$ cat config.mk
export PLATFORM = sky130hd
export DESIGN_NAME = bba_scan_unit
export DESIGN_NICKNAME = d
export VERILOG_FILES = /design/src/rtl/bba_scan_unit.sv
export SDC_FILE = /design/constraint.sdc
export NUM_CORES = 1
export LEC_CHECK = 0
export BUFFER_PORTS_ARGS = -buffer_cell sky130_fd_sc_hd__buf_2
export CORE_ASPECT_RATIO = 1.1
export CORE_MARGIN = 10
export CORE_UTILIZATION = 42
export DETAILED_ROUTE_END_ITERATION = 10
export PLACE_DENSITY = 0.95
export SLEW_MARGIN = 20
export SYNTH_ARGS = -nofsm -noshare
export SYNTH_HDL_FRONTEND = slang
export SYNTH_SLANG_ARGS = --single-unit
$ cat constraint.sdc
create_clock -name vclk -period 7
set_input_delay 1.05 -clock vclk [all_inputs]
set_output_delay 1.05 -clock vclk [all_outputs]
set_load 0.1 [all_outputs]
$ cat src/rtl/bba_scan_unit.sv
// Find-first-free unit: picks the lowest clear bit of one map word among the valid bits.
// Stand-alone; no package needed.

module bba_scan_unit #(
   parameter int WIDTH = 64
) (
   input  logic [WIDTH-1:0]         word,
   input  logic [WIDTH-1:0]         valid_mask,
   output logic                     found,
   output logic [$clog2(WIDTH)-1:0] index,
   output logic [WIDTH-1:0]         onehot
);

   localparam int IW = $clog2(WIDTH);

   logic [WIDTH-1:0] free_bits;

   // Isolating the lowest set bit with x & -x keeps this to a single carry chain.
   assign free_bits = ~word & valid_mask;
   assign onehot    = free_bits & (~free_bits + WIDTH'(1));
   assign found     = |free_bits;

   // Encode the one-hot position; each index bit is an independent OR reduction.
   always_comb begin
      index = '0;
      for (int k = 0; k < IW; k++) begin
         for (int j = 0; j < WIDTH; j++) begin
            if (((j >> k) & 1) == 1) begin
               index[k] = index[k] | onehot[j];
            end
         end
      end
   end

endmodule

==> summary.txt, run 1 <==
Tmin final -> 5530 ps
WS Path Type -> primary input to primary output
Initial DRC Count -> 165
Leak -> 1.66 nW
largest net degree at the start of global routing -> 17
Die Y -> 93.2 µm
post-DP HPWL -> 10.5 mm
initial antenna violation count -> 0
fin cells -> 590
synthesized area -> 2050 µm²
hold path depth -> 3
fin util -> 0.670
CP endpoint kind -> primary output
wire length of the first global-routing pass -> 17.8 mm
vias in the first global route -> 3537
period utilization -> 0.790
crit path max fanout -> 16
Post-CTS Hold Fix Bufs -> 0
I/O Buffers -> 199
Pre-antenna DRT Iters -> 4
Slew Viols, Final -> 0
FILL cells -> 437
GRT Total Usage -> 0.263
Final GP Congestion -> 0.997
core box area -> 4680 µm²
Area Growth Syn to Fin -> 53.5%
CLK BUF -> 0
total wire length -> 11.7 mm
Finished Cell Area -> 3140 µm²
post-CTS setup buffer count -> 0
Worst Slack Setup Final -> 1470 ps
endpoints failing setup -> 0
DRT antenna net count -> 0
post-synthesis sequential area ratio -> 0
vias per cell -> 5.85
most common cell after layout, fill and taps aside -> buf_2
FP Rows -> 26
Distinct cells, synth -> 46
wire length per cell -> 19.7 µm
Synthesis Warnings -> 0
Setup WS pre-CTS -> 1530 ps
most frequent cells in the layout -> buf_2, nor2b_1, nor2_1, nand2_1, nand2b_1
DRC errors left -> 0
proportion of layout cells with a drive suffix above 1 -> 0.416
PD cells -> 54.4 nW/µm²
TNS Setup -> 0 ps
Area after DPL -> 3140 µm²
Switching Share -> 0.643
RSZ-0062 raised after global routing -> false
Max-slew headroom -> 0.430
grt ovf -> 0
io pins -> 199
die width -> 86.5 µm
synthesized instance count -> 339
final hold vios -> 0
Peak Freq -> 181 MHz
arrival time worst endpoint -> 4480 ps
register area -> 0 µm²
internal power -> 0.0609 mW
Post-layout nets -> 664
clock share of power -> 0
Flop pwr share -> 0
VDD IR max -> 0.0000668 V
area of the multi-input gates -> 2020 µm²
Worst Path Required -> 5950 ps
Max Cap Viol -> 0
placed cell count -> 590
Synth Area per Inst -> 6.03 µm²
kind of launch point of the worst setup path -> primary input
die area -> 8070 µm²
Starting Density -> 0.437
sequential cell count -> 0
Slew @ Worst Pin -> 848 ps
syn_nets -> 467
CTS-repair resized insts -> 0
status -> finished, final reports clean
switching power -> 0.110 mW
DR vias -> 3453
Combinational Power Share -> 1.000
HP Class -> primary input to primary output
diode count -> 0
## worst max-delay path, cell delays in order
cell and delay [ps]:
buf_2 110, nor2b_4 130, a2111oi_4 530, nand3_2 430
nor4b_4 780, nand3_2 310, o31ai_1 490, nor3_1 100
nand3_1 100, buf_2 430
## cell families after synthesis
| logic type | count (synthesis) | synth area share |
|---|---|---|
| AO/OA/AOI/OAI | 30 | 0.107 |
| buffers and inverters | 17 | 0.0318 |
| AND/OR/NAND/NOR | 292 | 0.861 |
## power by group through the flow
stage                     Clock [mW]  Sequential (mW)  Combinational (mW)
after floorplan                    0                0               0.109
after global placement             0                0               0.166
after detailed placement           0                0               0.168
after CTS                          0                0               0.169
after global routing               0                0               0.184
final                              0                0               0.171
## cell usage after synthesis, types with 3 or more instances
cell,number,share of area
nor4_1,21,0.064
a31oi_1,3,0.0092
clkbuf_1,3,0.0055
o211ai_1,3,0.011
and2_1,6,0.018
nand4_1,15,0.046
a21oi_1,6,0.015
nand3b_1,5,0.018
o21ai_0,6,0.015
and3_1,9,0.028
nor4b_1,4,0.017
nor2_1,45,0.083
nand2_1,26,0.048
or3_1,4,0.012
nor3_1,23,0.056
inv_1,13,0.024
nor4_2,3,0.018
and4_1,4,0.017
nor2b_1,56,0.17
nand3_1,14,0.034
and4b_1,4,0.020
nand2b_1,25,0.076
nand4b_1,3,0.013
nor3b_1,10,0.037
## through the flow
step	hold slack, ps	power [mW]
after floorplan	2210	0.109
after global placement	2540	0.166
after detailed placement	2540	0.168
after CTS	2540	0.169
after global routing	2550	0.184
final	2540	0.171
## routing by layer
layer	global-route usage	vias up	routed length, µm
met5	0	-	0
met4	0.0946	0	433
met3	0.0990	37	1330
met2	0.488	201	5900
met1	0.259	1558	3990
li1	-	1657	-
## final timing paths
kind | start | endpoint | slack [ps]
max | valid_mask[0] | index[1] | 1470
min | word[0] | onehot[0] | 2540
## layout make-up
cell class         count  area share
well taps             56      0.0223
repair buffers       199       0.317
multi-input cells    322       0.645
inverters             13      0.0155
No activity file was read; power rests on OpenSTA's default activity.
==> run 2, diff against run 1 <==
- CORE_UTILIZATION: 42 -> 39
- clock period: 7 -> 5.1 ns (I/O delays scaled with it)
==> run 2 against run 1 <==
Flip-flop and latch count unchanged. Power up 46%. Utilization down 0.87 points. Wire length up 2.3%. Sequential share of layout area unchanged. Worst hold slack worse by 570 ps. Die area up 6.0%. Global-route usage down 0.31 points. Combinational power up 46%. Via count up 1.9%.
==> summary.txt, run 2 (synthesis results as in run 1) <==
wire length per cell -> 20.0 µm (+1.2%)
Peak Freq -> 228 MHz
Area after DPL -> 3330 µm² (+6.1%)
crit path max fanout -> 14 (-2)
I/O Buffers -> 199 (unchanged)
total wire length -> 11.9 mm (+2.3%)
Slew @ Worst Pin -> 796 ps (-51.3 ps)
most common cell after layout, fill and taps aside -> buf_2
DRC errors left -> 0 (unchanged)
Switching Share -> 0.623 (-0.0201)
Overall Power -> 0.249 mW (+46%)
Final GP Congestion -> 1.07 (+7.3%)
grt ovf -> 0 (unchanged)
Starting Density -> 0.406 (-0.0303)
die width -> 89.1 µm (+2.9%)
Max-slew headroom -> 0.467 (+0.0375)
CTS-repair resized insts -> 0 (unchanged)
post-CTS setup buffer count -> 0 (unchanged)
VDD IR max -> 0.0000655 V (-1.9%)
TNS Setup -> 0 ps (unchanged)
Pre-antenna DRT Iters -> 6 (+2)
Max Cap Viol -> 0 (unchanged)
most frequent cells in the layout -> buf_2, nor2b_1, nor2_1, nand2_1, nand2b_1
PD cells -> 74.8 nW/µm² (+37%)
initial antenna violation count -> 0 (unchanged)
Finished Cell Area -> 3330 µm² (+6.1%)
largest net degree at the start of global routing -> 15 (-2)
core box area -> 5030 µm² (+7.5%)
Hold WS -> 1970 ps (-566 ps)
die area -> 8550 µm² (+6.0%)
Tmin final -> 4380 ps
internal power -> 0.0938 mW (+54%)
DR vias -> 3518 (+1.9%)
proportion of layout cells with a drive suffix above 1 -> 0.442 (+0.0266)
Leak -> 1.71 nW (+2.7%)
diode count -> 0 (unchanged)
Flop pwr share -> 0 (unchanged)
period utilization -> 0.859
endpoints failing setup -> 0 (unchanged)
Slew Viols, Final -> 0 (unchanged)
FILL cells -> 456 (+4.3%)
Area Growth Syn to Fin -> 62.8%
switching power -> 0.155 mW (+41%)
vias per cell -> 5.90 (+0.86%)
Post-CTS Hold Fix Bufs -> 0 (unchanged)
Post-layout nets -> 668 (+0.60%)
CP endpoint -> index[0]
DRT antenna net count -> 0 (unchanged)
io pins -> 199 (unchanged)
post-DP HPWL -> 10.7 mm (+2.7%)
beginning of the critical path -> word[11]
Worst Path Required -> 4340 ps (-1610 ps)
arrival time worst endpoint -> 3620 ps (-860 ps)
kind of launch point of the worst setup path -> primary input
Setup WS pre-CTS -> 723 ps (-807 ps)
FP Rows -> 27 (+3.8%)
RSZ-0062 raised after global routing -> false
CLK BUF -> 0 (unchanged)
WS Path Type -> primary input to primary output
GRT Total Usage -> 0.260 (-0.00307)
register area -> 0 µm² (unchanged)
Worst Slack Setup Final -> 718 ps (-754 ps)
Die Y -> 96.0 µm (+3.0%)
HP Class -> primary input to primary output
sequential cell count -> 0 (unchanged)
wire length of the first global-routing pass -> 18.0 mm (+1.4%)
Combinational Power Share -> 1.000 (about the same)
clock share of power -> 0 (unchanged)
CP endpoint kind -> primary output
final hold vios -> 0 (unchanged)
area of the multi-input gates -> 2110 µm² (+4.1%)
Initial DRC Count -> 174 (+5.5%)
vias in the first global route -> 3728 (+5.4%)
status -> finished, final reports clean
run 2: layout make-up:
| type | instances | share of cell area |
|---|---|---|
| inverters | 13 | 0.0147 |
| multi-input cells | 322 | 0.633 |
| well taps | 58 | 0.0218 |
| repair buffers | 203 | 0.331 |
run 2: critical path, stage by stage:
cell and delay, ps:
buf_2 100, nor2b_1 410, and4bb_1 280, nand2_1 350, nor4b_4 90, buf_4 200
a31oi_1 230, o21ai_0 160, nor4_1 530, nand4_1 260, buf_12 230
run 2: per-stage QoR:
| stage | util | std cells |
|---|---|---|
| after floorplan | - | 339 |
| after CTS | 0.661 | 596 |
| after detailed placement | 0.661 | 596 |
| after global placement | 0.661 | 596 |
| after global routing | 0.661 | 596 |
| final | 0.661 | 596 |
run 2: worst min path at each step:
stage,start,to,slack [ps],cells after the start
final,word[0],onehot[0],1970,3
after global placement,word[0],onehot[0],1960,3
after global routing,word[0],onehot[0],1990,3
after detailed placement,word[0],onehot[0],1970,3
after floorplan,word[0],onehot[0],1640,1
after CTS,word[0],onehot[0],1970,3
run 2: power by group through the flow:
| stage | clock network [mW] | registers, mW | logic [mW] |
|---|---|---|---|
| after global routing | 0 | 0 | 0.268 |
| after detailed placement | 0 | 0 | 0.247 |
| after CTS | 0 | 0 | 0.248 |
| final | 0 | 0 | 0.249 |
| after global placement | 0 | 0 | 0.242 |
| after floorplan | 0 | 0 | 0.153 |
run 2: layer usage:
layer / up-vias / share of wire / routed length (µm) / GRT usage
li1: 1664 / - / - / -
met1: 1583 / 0.33 / 3980 / 0.248
met2: 224 / 0.51 / 6120 / 0.510
met3: 47 / 0.12 / 1390 / 0.0837
met4: 0 / 0.035 / 417 / 0.0849
met5: - / 0 / 0 / 0
